File: src/sv/sgrt_pkg.sv
// ----------------------------------------------------------------------------
// sgrt_pkg
// Shared types, field widths, codes and control structs of the slot region
// table.
// ----------------------------------------------------------------------------
package sgrt_pkg;

    localparam int SLOTS_DEF    = 64;
    localparam int GEN_BITS_DEF = 16;

    localparam int KIND_W      = 3;
    localparam int IDX_FW      = 6;
    localparam int GEN_FW      = 16;
    localparam int CNT_FW      = 7;
    localparam int IN_TDATA_W  = 272;
    localparam int OUT_TDATA_W = 208;

    localparam logic [KIND_W-1:0] KIND_ADD     = 3'd0;
    localparam logic [KIND_W-1:0] KIND_UPDATE  = 3'd1;
    localparam logic [KIND_W-1:0] KIND_REMOVE  = 3'd2;
    localparam logic [KIND_W-1:0] KIND_GET     = 3'd3;
    localparam logic [KIND_W-1:0] KIND_RESOLVE = 3'd4;

    // layout matches tdata bits 200:22
    typedef struct packed {
        logic signed [31:0] level;
        logic signed [15:0] prio;
        logic signed [31:0] max_z;
        logic signed [31:0] max_x;
        logic signed [31:0] min_z;
        logic signed [31:0] min_x;
        logic        [2:0]  flags;
    } rec_t;

    typedef enum logic [1:0] {
        RD_ITEM = 2'd0,
        RD_SCAN = 2'd1,
        RD_BEST = 2'd2
    } rd_src_t;

    typedef enum logic [2:0] {
        RES_FAIL    = 3'd0,
        RES_ACK     = 3'd1,
        RES_ADD     = 3'd2,
        RES_GET     = 3'd3,
        RES_RESOLVE = 3'd4
    } res_sel_t;

    typedef struct packed {
        logic     cap;
        logic     cnt_clr;
        logic     cnt_inc;
        logic     best_clr;
        logic     rd_en;
        rd_src_t  rd_src;
        logic     scan_push;
        logic     wr_add;
        logic     wr_upd;
        logic     wr_rem;
        logic     res_ld;
        res_sel_t res_sel;
    } cmd_t;

    typedef struct packed {
        logic [KIND_W-1:0] kind;
        logic              live;
        logic              full;
        logic              scan_free;
        logic              scan_last;
        logic              pipe_busy;
        logic              out_free;
    } sts_t;

endpackage

File: src/sv/sgrt_ctrl.sv
// ----------------------------------------------------------------------------
// sgrt_ctrl
// Controller: sequences handle checks, the free slot search and the resolve
// scan, and hands results to the output register.
// ----------------------------------------------------------------------------
module sgrt_ctrl (
    input  logic                      aclk,
    input  logic                      aresetn,
    input  logic                      s_tvalid,
    output logic                      s_tready,
    input  logic [sgrt_pkg::KIND_W-1:0] s_tuser,
    input  sgrt_pkg::sts_t            sts,
    output sgrt_pkg::cmd_t            cmd
);
    import sgrt_pkg::*;

    typedef enum logic [9:0] {
        ST_IDLE      = 10'b00_0000_0001,
        ST_LOOK      = 10'b00_0000_0010,
        ST_CHECK     = 10'b00_0000_0100,
        ST_ADD_SCAN  = 10'b00_0000_1000,
        ST_ADD_WRITE = 10'b00_0001_0000,
        ST_RES_SCAN  = 10'b00_0010_0000,
        ST_RES_DRAIN = 10'b00_0100_0000,
        ST_RES_GEN   = 10'b00_1000_0000,
        ST_RES_FIN   = 10'b01_0000_0000,
        ST_FAIL      = 10'b10_0000_0000
    } state_t;

    state_t state_reg, state_next;

    always_ff @(posedge aclk) begin
        if (!aresetn) begin
            state_reg <= ST_IDLE;
        end else begin
            state_reg <= state_next;
        end
    end

    always_comb begin
        state_next = state_reg;
        cmd        = '0;
        s_tready   = 1'b0;
        case (state_reg)
            ST_IDLE: begin
                s_tready = 1'b1;
                if (s_tvalid) begin
                    cmd.cap      = 1'b1;
                    cmd.cnt_clr  = 1'b1;
                    cmd.best_clr = 1'b1;
                    case (s_tuser)
                        KIND_ADD:     state_next = ST_ADD_SCAN;
                        KIND_UPDATE:  state_next = ST_LOOK;
                        KIND_REMOVE:  state_next = ST_LOOK;
                        KIND_GET:     state_next = ST_LOOK;
                        KIND_RESOLVE: state_next = ST_RES_SCAN;
                        default:      state_next = ST_FAIL;
                    endcase
                end
            end
            ST_LOOK: begin
                cmd.rd_en  = 1'b1;
                cmd.rd_src = RD_ITEM;
                state_next = ST_CHECK;
            end
            ST_CHECK: begin
                if (sts.out_free) begin
                    cmd.res_ld = 1'b1;
                    cmd.res_sel = RES_FAIL;
                    if (sts.live) begin
                        case (sts.kind)
                            KIND_UPDATE: begin
                                cmd.wr_upd  = 1'b1;
                                cmd.res_sel = RES_ACK;
                            end
                            KIND_REMOVE: begin
                                cmd.wr_rem  = 1'b1;
                                cmd.res_sel = RES_ACK;
                            end
                            KIND_GET: cmd.res_sel = RES_GET;
                            default:  cmd.res_sel = RES_FAIL;
                        endcase
                    end
                    state_next = ST_IDLE;
                end
            end
            ST_ADD_SCAN: begin
                if (sts.full) begin
                    state_next = ST_FAIL;
                end else if (sts.scan_free) begin
                    cmd.rd_en  = 1'b1;
                    cmd.rd_src = RD_SCAN;
                    state_next = ST_ADD_WRITE;
                end else begin
                    cmd.cnt_inc = 1'b1;
                end
            end
            ST_ADD_WRITE: begin
                if (sts.out_free) begin
                    cmd.wr_add  = 1'b1;
                    cmd.res_ld  = 1'b1;
                    cmd.res_sel = RES_ADD;
                    state_next  = ST_IDLE;
                end
            end
            ST_RES_SCAN: begin
                cmd.rd_en     = 1'b1;
                cmd.rd_src    = RD_SCAN;
                cmd.scan_push = 1'b1;
                cmd.cnt_inc   = 1'b1;
                if (sts.scan_last) begin
                    state_next = ST_RES_DRAIN;
                end
            end
            ST_RES_DRAIN: begin
                if (!sts.pipe_busy) begin
                    state_next = ST_RES_GEN;
                end
            end
            ST_RES_GEN: begin
                cmd.rd_en  = 1'b1;
                cmd.rd_src = RD_BEST;
                state_next = ST_RES_FIN;
            end
            ST_RES_FIN: begin
                if (sts.out_free) begin
                    cmd.res_ld  = 1'b1;
                    cmd.res_sel = RES_RESOLVE;
                    state_next  = ST_IDLE;
                end
            end
            ST_FAIL: begin
                if (sts.out_free) begin
                    cmd.res_ld  = 1'b1;
                    cmd.res_sel = RES_FAIL;
                    state_next  = ST_IDLE;
                end
            end
            default: begin
                state_next = ST_IDLE;
            end
        endcase
    end

endmodule

File: config.mk
export PLATFORM = sky130hd
export DESIGN_NAME = sgrt_ctrl
export DESIGN_NICKNAME = d
export VERILOG_FILES = /design/src/sv/sgrt_pkg.sv /design/src/sv/sgrt_ctrl.sv
export SDC_FILE = /design/constraint.sdc
export NUM_CORES = 1
export LEC_CHECK = 0
export BUFFER_PORTS_ARGS = -buffer_cell sky130_fd_sc_hd__buf_4
export CORE_UTILIZATION = 51
export CTS_CLUSTER_DIAMETER = 30
export CTS_CLUSTER_SIZE = 30
export DETAILED_ROUTE_END_ITERATION = 7
export PLACE_DENSITY = 0.83
export SYNTH_ARGS = -nofsm -noshare
export SYNTH_HDL_FRONTEND = slang
export SYNTH_SLANG_ARGS = --single-unit
File: constraint.sdc
create_clock -name aclk -period 4.51 [get_ports aclk]
set_clock_uncertainty 0.15 [all_clocks]
set_input_delay 1.1275 -clock aclk [delete_from_list [all_inputs] [get_ports aclk]]
set_output_delay 1.1275 -clock aclk [all_outputs]
set_load 0.01 [all_outputs]
# After elaboration in Yosys (flattened, before gate mapping)
# Index checks and enable logic that the tools add are counted.
[word_totals]
output_inout_bits = 16
reg_bits = 10
in_bits = 15
wordCells = 61
[op_classes]
muxes = 33
n_eq_ne = 22
n_reduce_logical = 5
[ops]
columns = ["operator", "n"]
rows = [
  ["one-hot mux 10 bit (7 select lines)", 1],
  ["two-way mux 10 bit", 6],
  ["one-hot mux 10 bit (3 select lines)", 1],
  ["one-hot mux 4 bit (4 select lines)", 1],
  ["equality test 3 x 2 -> 1 bit, second input constant", 4],
  ["two-way mux 4 bit", 3],
  ["one-hot mux 3 bit (4 select lines)", 1],
  ["equality test 10 x 1 -> 1 bit, second input constant", 1],
  ["equality test 10 bit, second input constant", 1],
  ["equality test 10 x 2 -> 1 bit, second input constant", 1],
  ["equality test 10 x 3 -> 1 bit, second input constant", 1],
  ["equality test 10 x 4 -> 1 bit, second input constant", 1],
  ["equality test 10 x 5 -> 1 bit, second input constant", 1],
  ["equality test 10 x 6 -> 1 bit, second input constant", 1],
  ["equality test 10 x 7 -> 1 bit, second input constant", 1],
  ["equality test 10 x 8 -> 1 bit, second input constant", 1],
  ["equality test 10 x 9 -> 1 bit, second input constant", 1],
  ["two-way mux 1 bit", 10],
  ["two-way mux 2 bit", 5],
  ["equality test 3 x 1 -> 1 bit, second input constant", 2],
  ["two-way mux 3 bit", 2],
  ["two-way mux 6 bit", 1],
  ["!= test 2 bit, second input constant", 3],
  ["AND reduction 5 bit", 1],
  ["other kinds (9)", 9],
]

# Depth between registers and ports, before layout
# Gate-level depths: netlist of run 1.
[logic_depth]
ltp_word = 6
depth_mapped = 6
ltp_nobuf = 5

# Worst setup path after synthesis of run 1
# OpenSTA, ideal clock, no wires.
[synth_path]
path_kind = "input -> output"
start = "input sts[0] in the netlist's numbering"
end = "output cmd[1] in the netlist's numbering"
cell_stages = 3
arrival_time_ps = 1851
slack_ps = 1382
n_path_buf = 0
path_cell_list = "nand3_1 -> nor4_1 -> a31o_2"
[synth_lines]
columns = ["item", "line", "rtl"]
rows = [
  ["start, declared", "sgrt_ctrl.sv:12", "input sgrt_pkg::sts_t sts,"],
  ["end, declared", "sgrt_ctrl.sv:13", "output sgrt_pkg::cmd_t cmd"],
]

==> results of run 1 <==
-- critical path: stages, from the launching register on --
cell and delay (ns):
dfxtp_1 0.43, nor4_4 0.41, nand4b_1 0.20, nor3_1 0.38, and3b_1 0.22, buf_4 0.11
-- routing by layer --
metal / part of all wire [%] / wire length (microns) / up-vias / GRT usage, %
met1: 40 / 835 / 428 / 30.6
met5: 0 / 0 / - / 0
li1: - / - / 456 / -
met4: 1.6 / 33 / 0 / 11.6
met2: 51 / 1070 / 48 / 45.3
met3: 8.1 / 170 / 5 / 3.04
-- area by class of cell --
cell class / count / area (sq um)
multi-input cells: 82 / 563
fillers: 116 / 422
repair buffers: 30 / 225
flip-flops and latches: 10 / 200
clock buffers: 4 / 36.3
inverters: 6 / 22.5
well taps: 16 / 20.0
-- path summary, 6_finish.rpt --
kind | cells past startpoint | to | startpoint
worst min register to register | 2 | state_reg[8] | state_reg[8]
worst min-delay path | 2 | state_reg[8] | state_reg[8]
worst max-delay path | 5 | cmd[5] | state_reg[1]
worst max register to register | 5 | state_reg[3] | state_reg[5]
-- power by group through the flow --
stage                     registers (uW)  clock network [uW]  logic (uW)
after floorplan                      118                   0         154
after global placement               126                   0         202
after detailed placement             127                   0         206
after CTS                            125                81.9         207
after global routing                 127                88.7         230
final                                124                82.9         208
-- layout by cell type, fill, tap and decap left out, types with 4 or more instances in the layout --
cell      n
a21oi_1   6
buf_4    30
dfxtp_1  10
inv_1     6
nand2_1   8
nand3_1   4
nor2_1    9
nor3_1    6
nor4_1    4
o21ai_1   5
-- cells by family (layout without fill, tap and decap cells) --
logic type,count (synthesis),in the layout,share of synthesized area [%]
AND/OR/NAND/NOR,56,56,45.7
XOR/XNOR,1,1,1.08
buffers and inverters,10,40,6.15
AO/OA/AOI/OAI,25,25,22.5
flip-flops,10,10,24.6
-- per-stage QoR --
| stage | area, sq um | worst slack (ns) | hold WS [ns] |
|---|---|---|---|
| floorplan | 813 | 1.38 | 0.399 |
| global placement | 1030 | 1.31 | 0.435 |
| detailed placement | 1030 | 1.27 | 0.440 |
| CTS | 1070 | 1.22 | 0.451 |
| global route | 1070 | 1.03 | 0.478 |
| finish | 1070 | 1.22 | 0.448 |
==> results.txt, run 1 <==
PortBufs = 30
Layout Cells excl Fill = 148
Synth async-reset ratio = 0%
Routed wire length = 2110 microns
Yosys warnings = 0
Worst EP required = 3.23 ns
Syn_nets = 117
Synth cell types = 37
Syn avg cell area = 7.97 sq um
DRT iter0 DRCs = 30
Hold Vio Cnt, Final = 0
Final TNS setup = 0 ns
Net Sw Frac = 41.4%
Fraction of layout cells with a size suffix above 1 = 32.6%
Diodes inserted = 0
Detailed-route DRC error count = 0
Chip height = 41.9 microns
CTS tree = done
Net Switching = 172 uW
Cells after synthesis = 102
MaxCap Viol Count = 0
Area share of the largest cell type after synthesis = 24.6%
FMAX = 304 MHz
Worst-path clk slew = 0.07 ns
Max Fanout on Critical Path = 9
Die X = 41.9 microns
Die ar. = 1760 sq um
Top cells by area in the synthesized netlist = dfxtp_1 25%, nor4_4 5.2%, nor2_1 4.2%
Vias per cell = 6.33
Sequential fraction of the synthesis area = 24.6%
Final Critical Period = 3.29 ns
PwrDens = 389 nW/um^2
# H-tree levels = 1
Status = completed
Post-cts resize count = 0
Clk network pwr share = 20.0%
Final slew viol count = 0
Final Core Density = 71.7%
Inst Count DP = 144
Total track usage = 25.6%
Root Driver = clkbuf_4
HPWL Detailed = 1670 microns
Antenna violations before repair = 0
Worst hold path class = flop to flop
Vias in the first global route = 850
RSZ-0062 raised after global routing = false
Core area = 1490 sq um
Number of synthesized flops with an enable pin = 0
Synthesized area = 813 sq um
Crit end category = output pin
Most common cell in the synthesized netlist = dfxtp_1
Initial core utilization = 54.6%
Hold_buf cts = 0
Cell Int Power = 243 uW
Peak VDD IR = 274 uV
Worst-Margin Slew = 0.448 ns
Power consumption = 415 uW
DRT Pass-1 Iters = 4
Vias = 937
Synth area leader = dfxtp_1
Overflow after GRT = 0
IO Pins = 31
Top FF cell, synth = dfxtp_1
Critical path arrival = 2.02 ns
Drt wl/cell = 14.2 microns
CTS Buffer Depth = 2
Cts bufs inserted = 3
Net count, final = 148
Row count = 14
Slew HR = 70.1%
Max reg flops = 10
Final setup fails = 0
Flop pwr share = 29.9%
Startpoint Class = flop
P&R area growth vs syn = 31.2%
Largest net degree at the start of global routing = 10
Seq cells post-synth = 10
Tcrit/Tclk final = 73.0%
Worst-Skew Late Latency = 0.27 ns
Comb power frac = 50.1%
Gp weighted congestion = 0.821
Clk sinks = 10
First-pass GRT wire length = 3500 microns
Setup bufs post-CTS = 0
Register-to-register setup slack = 2.50 ns
Crit path kind = flop to output pin
Most frequent cells after synthesis = 10 x dfxtp_1, 9 x nor2_1, 8 x nand2_1
Leak pwr = 0.000479 uW
Post-route ant nets = 0
No activity file was read; power rests on OpenSTA's default activity.
==> run 2, diff against run 1 <==
--- a/config.mk
+++ b/config.mk
@@ -6,11 +6,11 @@
 export NUM_CORES = 1
 export LEC_CHECK = 0
 export BUFFER_PORTS_ARGS = -buffer_cell sky130_fd_sc_hd__buf_4
-export CORE_UTILIZATION = 51
+export CORE_UTILIZATION = 43
 export CTS_CLUSTER_DIAMETER = 30
 export CTS_CLUSTER_SIZE = 30
 export DETAILED_ROUTE_END_ITERATION = 7
-export PLACE_DENSITY = 0.83
+export PLACE_DENSITY = 0.74
 export SYNTH_ARGS = -nofsm -noshare
 export SYNTH_HDL_FRONTEND = slang
 export SYNTH_SLANG_ARGS = --single-unit
==> constraint.sdc (replaced) <==
create_clock -name aclk -period 2.76 [get_ports aclk]
set_clock_uncertainty 0.15 [all_clocks]
set_input_delay 0.69 -clock aclk [delete_from_list [all_inputs] [get_ports aclk]]
set_output_delay 0.69 -clock aclk [all_outputs]
set_load 0.01 [all_outputs]
==> run 2 against run 1 <==
  * Flip-flop and latch count is the same
  * Non-clock buffer count rose by 6
  * Routed wire length rose by 9.9%
  * Register-to-register slack got worse by 1.8 ns
  * Critical endpoint is now cmd[8]
==> results.txt, run 2 (synthesis gave the netlist of run 1 again) <==
CP Buf/Inv Count = 2 (+1)
CP cell instances = nor4_4 -> buf_4 -> nand4b_1 -> nor2_1 -> nand2_1 -> nand2_1 -> buf_4
Vias in the first global route = 855 (+0.59%)
Final TNS setup = 0 ns (unchanged)
Inst Count DP = 155 (+7.6%)
CP peak stage delay = 0.37 ns (-0.06 ns)
Vias per cell = 5.80 (-8.3%)
Fraction of layout cells with a size suffix above 1 = 39.9% (+7.3 points)
Crit end category = output pin
FF+latch area = 204 sq um (+1.9%)
Final Critical Period = 2.67 ns
Peak VDD IR = 538 uV (+97%)
Max Fanout on Critical Path = 7 (-2)
Hold Slack = 0.408 ns (-0.0404 ns)
HPWL Detailed = 1730 microns (+3.3%)
Gp weighted congestion = 0.844 (+2.8%)
Largest net degree at the start of global routing = 9 (-1)
Most frequent cells in the layout = 36 x buf_4, 9 x nor2_1, 8 x nand2_1
Drt wl/cell = 14.2 microns (-0.24%)
Die X = 45.5 microns (+8.5%)
# H-tree levels = 1 (unchanged)
Cts bufs inserted = 3 (unchanged)
Final setup margin = 0.0866 ns (-1.13 ns)
Post-route ant nets = 0 (unchanged)
Status = completed
Root Driver = clkbuf_4
Routed wire length = 2320 microns (+9.9%)
Worst-path clk slew = 0.07 ns (about the same)
Pre-CTS WS = 0.236 ns (-1.04 ns)
Clk sinks = 10 (unchanged)
Critical path arrival = 1.83 ns (-0.19 ns)
Fillers = 149 (+28%)
Startpoint Class = flop
Row count = 15 (+1)
Reg2reg path depth = 6 (+1)
Max reg flops = 10 (unchanged)
Vias = 946 (+0.96%)
Hold Path Depth = 2 (unchanged)
P&R area growth vs syn = 41.7%
Slowest-stage cell, CP = dfxtp_2
PwrDens = 629 nW/um^2 (+62%)
DRT Pass-1 Iters = 4 (unchanged)
Detailed-route DRC error count = 0 (unchanged)
Register-to-register setup slack = 0.74 ns (-1.76 ns)
Hold Vio Cnt, Final = 0 (unchanged)
Overflow after GRT = 0 (unchanged)
Final slew viol count = 0 (unchanged)
DRT iter0 DRCs = 39 (+30%)
RSZ-0062 raised after global routing = false
Final setup fails = 0 (unchanged)
Worst EP required = 1.92 ns (-1.31 ns)
MaxCap Viol Count = 0 (unchanged)
CTS tree = done
Worst-Margin Slew = 0.457 ns (+0.00883 ns)
Worst hold path class = flop to flop
Die ar. = 2070 sq um (+18%)
Leak pwr = 0.000515 uW (+7.4%)
PortBufs = 30 (unchanged)
Final Core Density = 66.0% (-5.7 points)
Antenna violations before repair = 0 (unchanged)
Commonest non-fill, non-tap cell in the layout = buf_4
Worst-Skew Late Latency = 0.28 ns (about the same)
First-pass GRT wire length = 3560 microns (+1.8%)
Slew HR = 69.5% (-0.59 points)
Initial core utilization = 46.6% (-8.0 points)
Net count, final = 154 (+4.1%)
Layout Cells excl Fill = 163 (+10%)
Crit path kind = flop to output pin
Chip height = 45.5 microns (+8.5%)
Core area = 1750 sq um (+17%)
Diodes inserted = 0 (unchanged)
CTS Buffer Depth = 2 (unchanged)
Critical Path Stages = 7 (+2)
Crit path max-delay family = simple AND/OR/NAND/NOR gates
IO Pins = 31 (unchanged)
Multi-input gate area = 588 sq um (+4.4%)
Tcrit/Tclk final = 96.9%
FMAX = 374 MHz
Total track usage = 23.5% (-2.1 points)
==> run 2: final timing paths <==
path	from	endpoint
setup / recovery	state_reg[8]	cmd[8]
hold / removal	state_reg[8]	state_reg[8]
setup reg to reg	state_reg[0]	state_reg[5]
hold reg to reg	state_reg[8]	state_reg[8]
==> run 2: metrics by stage <==
| stage | cell area (sq um) | total power (uW) |
|---|---|---|
| detailed placement | 1060 | 560 |
| floorplan | 813 | 444 |
| global route | 1150 | 768 |
| global placement | 1060 | 554 |
| finish | 1150 | 725 |
| CTS | 1100 | 694 |
==> run 2: worst register-to-register path: stages, from the launching register on <==
cell and delay [ns]:
dfxtp_1 0.56, nor4_4 0.09, buf_4 0.15, nand4_1 0.20
o41ai_4 0.16, or4_1 0.48, a21oi_1 0.15
==> run 2: layout make-up <==
cell class                      instances  share of cell area (%)
Multi-Input combinational cell         82                    51.0
Sequential cell                        10                    17.7
Timing Repair Buffer                   36                    23.5
Inverter                                6                    1.95
Tap cell                               25                    2.71
Clock buffer                            4                    3.15
==> run 2: what timing repair did <==
action	4_1_cts	5_1_grt
resized for setup	1	6
endpoints found under the setup margin	4	7
hold buffers	0	0
buffers inserted	0	4
pin swaps	0	3
==> run 2: power breakdown <==
group | switching (uW) | total, uW | internal [uW]
registers | 43.5 | 207 | 163
clock network | 58.2 | 139 | 80.3
logic | 199 | 380 | 181
total | 300 | 725 | 425
==> run 2: per-layer routing <==
metal / up-vias / wire [microns] / GRT usage, %
li1: 461 / - / -
met4: 0 / 58 / 7.88
met3: 6 / 173 / 3.97
met1: 432 / 934 / 27.8
met2: 47 / 1150 / 42.3
met5: - / 0 / 0
==> run 3, diff against run 2 <==
--- a/config.mk
+++ b/config.mk
@@ -7,6 +7,7 @@
 export LEC_CHECK = 0
 export BUFFER_PORTS_ARGS = -buffer_cell sky130_fd_sc_hd__buf_4
 export CORE_UTILIZATION = 43
+export CTS_BUF_LIST = sky130_fd_sc_hd__clkbuf_16
 export CTS_CLUSTER_DIAMETER = 30
 export CTS_CLUSTER_SIZE = 30
 export DETAILED_ROUTE_END_ITERATION = 7
==> run 3 against run 2 <==
  * Flip-flop and latch count unchanged
  * Register-to-register slack got worse by 0.10 ns
  * Global-route usage increased by 2.5 points
  * Combinational power about the same
  * Clock power increased by 84%
  * Sequential power about the same
  * Worst setup slack got worse by 0.078 ns
  * Critical path type unchanged
==> results.txt, run 3 (synthesis gave the netlist of run 1 again) <==
Diodes inserted = 0 (unchanged)
Die ar. = 2070 sq um (unchanged)
Row count = 15 (unchanged)
Post-route ant nets = 0 (unchanged)
Worst-path clk slew = 0.04 ns (-0.03 ns)
Final Core Density = 67.5% (+1.4 points)
Vias = 969 (+2.4%)
Worst-Margin Slew = 0.468 ns (+0.0113 ns)
Worst EP required = 1.92 ns (about the same)
Worst hold path class = flop to flop
Final slew viol count = 0 (unchanged)
Vias in the first global route = 928 (+8.5%)
Final setup fails = 0 (unchanged)
IO Pins = 31 (unchanged)
Routed wire length = 2540 microns (+9.7%)
Drt wl/cell = 15.8 microns (+11%)
Net count, final = 152 (-1.3%)
First-pass GRT wire length = 3850 microns (+8.1%)
Fillers = 147 (-1.3%)
Detailed-route DRC error count = 0 (unchanged)
CTS tree = done
Hold_buf cts = 0 (unchanged)
Status = completed
Worst-Skew Late Latency = 0.24 ns (-0.04 ns)
Crit end category = output pin
Cts bufs inserted = 3 (unchanged)
Clk sinks = 10 (unchanged)
Slew HR = 68.7% (-0.86 points)
Core area = 1750 sq um (unchanged)
Pre-CTS WS = 0.236 ns (unchanged)
Antenna violations before repair = 0 (unchanged)
CTS Buffer Depth = 2 (unchanged)
FMAX = 363 MHz (-2.8%)
Hold Slack = 0.477 ns (+0.0698 ns)
CP cell instances = nor4_4 -> buf_4 -> nand4b_1 -> nor2_1 -> nand2_1 -> nand2_1 -> buf_4
FF+latch area = 201 sq um (-1.2%)
CP Buf/Inv Count = 2 (unchanged)
Final setup margin = 0.00868 ns (-0.0779 ns)
Vias per cell = 6.02 (+3.7%)
# H-tree levels = 1 (unchanged)
Peak VDD IR = 499 uV (-7.3%)
Gp weighted congestion = 0.844 (unchanged)
Hold Vio Cnt, Final = 0 (unchanged)
Commonest non-fill, non-tap cell in the layout = buf_4
Startpoint Class = flop
PortBufs = 30 (unchanged)
Multi-input gate area = 588 sq um (unchanged)
Most frequent cells in the layout = 34 x buf_4, 9 x nor2_1, 9 x dfxtp_1
Fraction of layout cells with a size suffix above 1 = 36.8% (-3.1 points)
Final Critical Period = 2.75 ns (+0.0779 ns)
Tcrit/Tclk final = 99.7% (+2.8 points)
Power consumption = 842 uW (+16%)
HPWL Detailed = 1730 microns (unchanged)
Max Fanout on Critical Path = 7 (unchanged)
Slowest-stage cell, CP = dfxtp_1
Crit path kind = flop to output pin
DRT Pass-1 Iters = 4 (unchanged)
Critical path arrival = 1.91 ns (+0.08 ns)
Max reg flops = 10 (unchanged)
Overflow after GRT = 0 (unchanged)
MaxCap Viol Count = 0 (unchanged)
P&R area growth vs syn = 44.8%
Initial core utilization = 46.6% (unchanged)
Crit path max-delay family = simple AND/OR/NAND/NOR gates
Largest net degree at the start of global routing = 9 (unchanged)
Leak pwr = 0.000519 uW (+0.88%)
DRT iter0 DRCs = 44 (+13%)
Total track usage = 26.0% (+2.5 points)
CP peak stage delay = 0.39 ns (+0.02 ns)
Root Driver = clkbuf_16
Chip height = 45.5 microns (unchanged)
Die X = 45.5 microns (unchanged)
PwrDens = 716 nW/um^2 (+14%)
-- run 3: routing by layer --
layer	share of wire, %	global-route usage [%]	wire length (microns)	up-vias
met4	1.9	17.0	49	0
met1	39	28.2	980	439
met3	7.6	5.16	192	9
met2	52	45.1	1320	63
li1	-	-	-	458
met5	0	0	0	-
-- run 3: power by group --
group	internal (uW)	switching (uW)
Clock	190	66.1
Sequential	164	44.7
Combinational	172	206
Total	526	316
-- run 3: tightest hold or removal path, cell delays in order (launching register included) --
cell	delay, ns
dfxtp_1	0.38
o21ai_1	0.11
a21oi_1	0.08
-- run 3: path summary, 6_finish.rpt --
path / start / endpoint / cells past startpoint / slack, ns
max: state_reg[9] / cmd[8] / 7 / 0.009
min: state_reg[8] / state_reg[8] / 2 / 0.48
max reg2reg: state_reg[3] / state_reg[5] / 5 / 0.64
min reg2reg: state_reg[8] / state_reg[8] / 2 / 0.48
-- run 3: per-stage QoR --
step           TNS, ns  instances  cell area, sq um
2_1_floorplan        0        102               813
3_3_place_gp         0        155              1060
3_5_place_dp         0        155              1060
4_1_cts              0        159              1140
5_1_grt        -0.0951        161              1180
6_report             0        161              1180
-- run 3: what timing repair did --
action,in CTS,in global routing
pin swaps,0,2
endpoints found under the setup margin,3,6
gates cloned,0,0
buffers inserted,0,2
resized for setup,1,4
-- run 3: layout make-up --
class,count,share of cell area (%)
Sequential cell,10,17.1
Timing Repair Buffer,34,21.7
Tap cell,25,2.66
Clock buffer,3,6.38
Multi-Input combinational cell,82,49.9
Clock inverter,1,0.319
Inverter,6,1.91
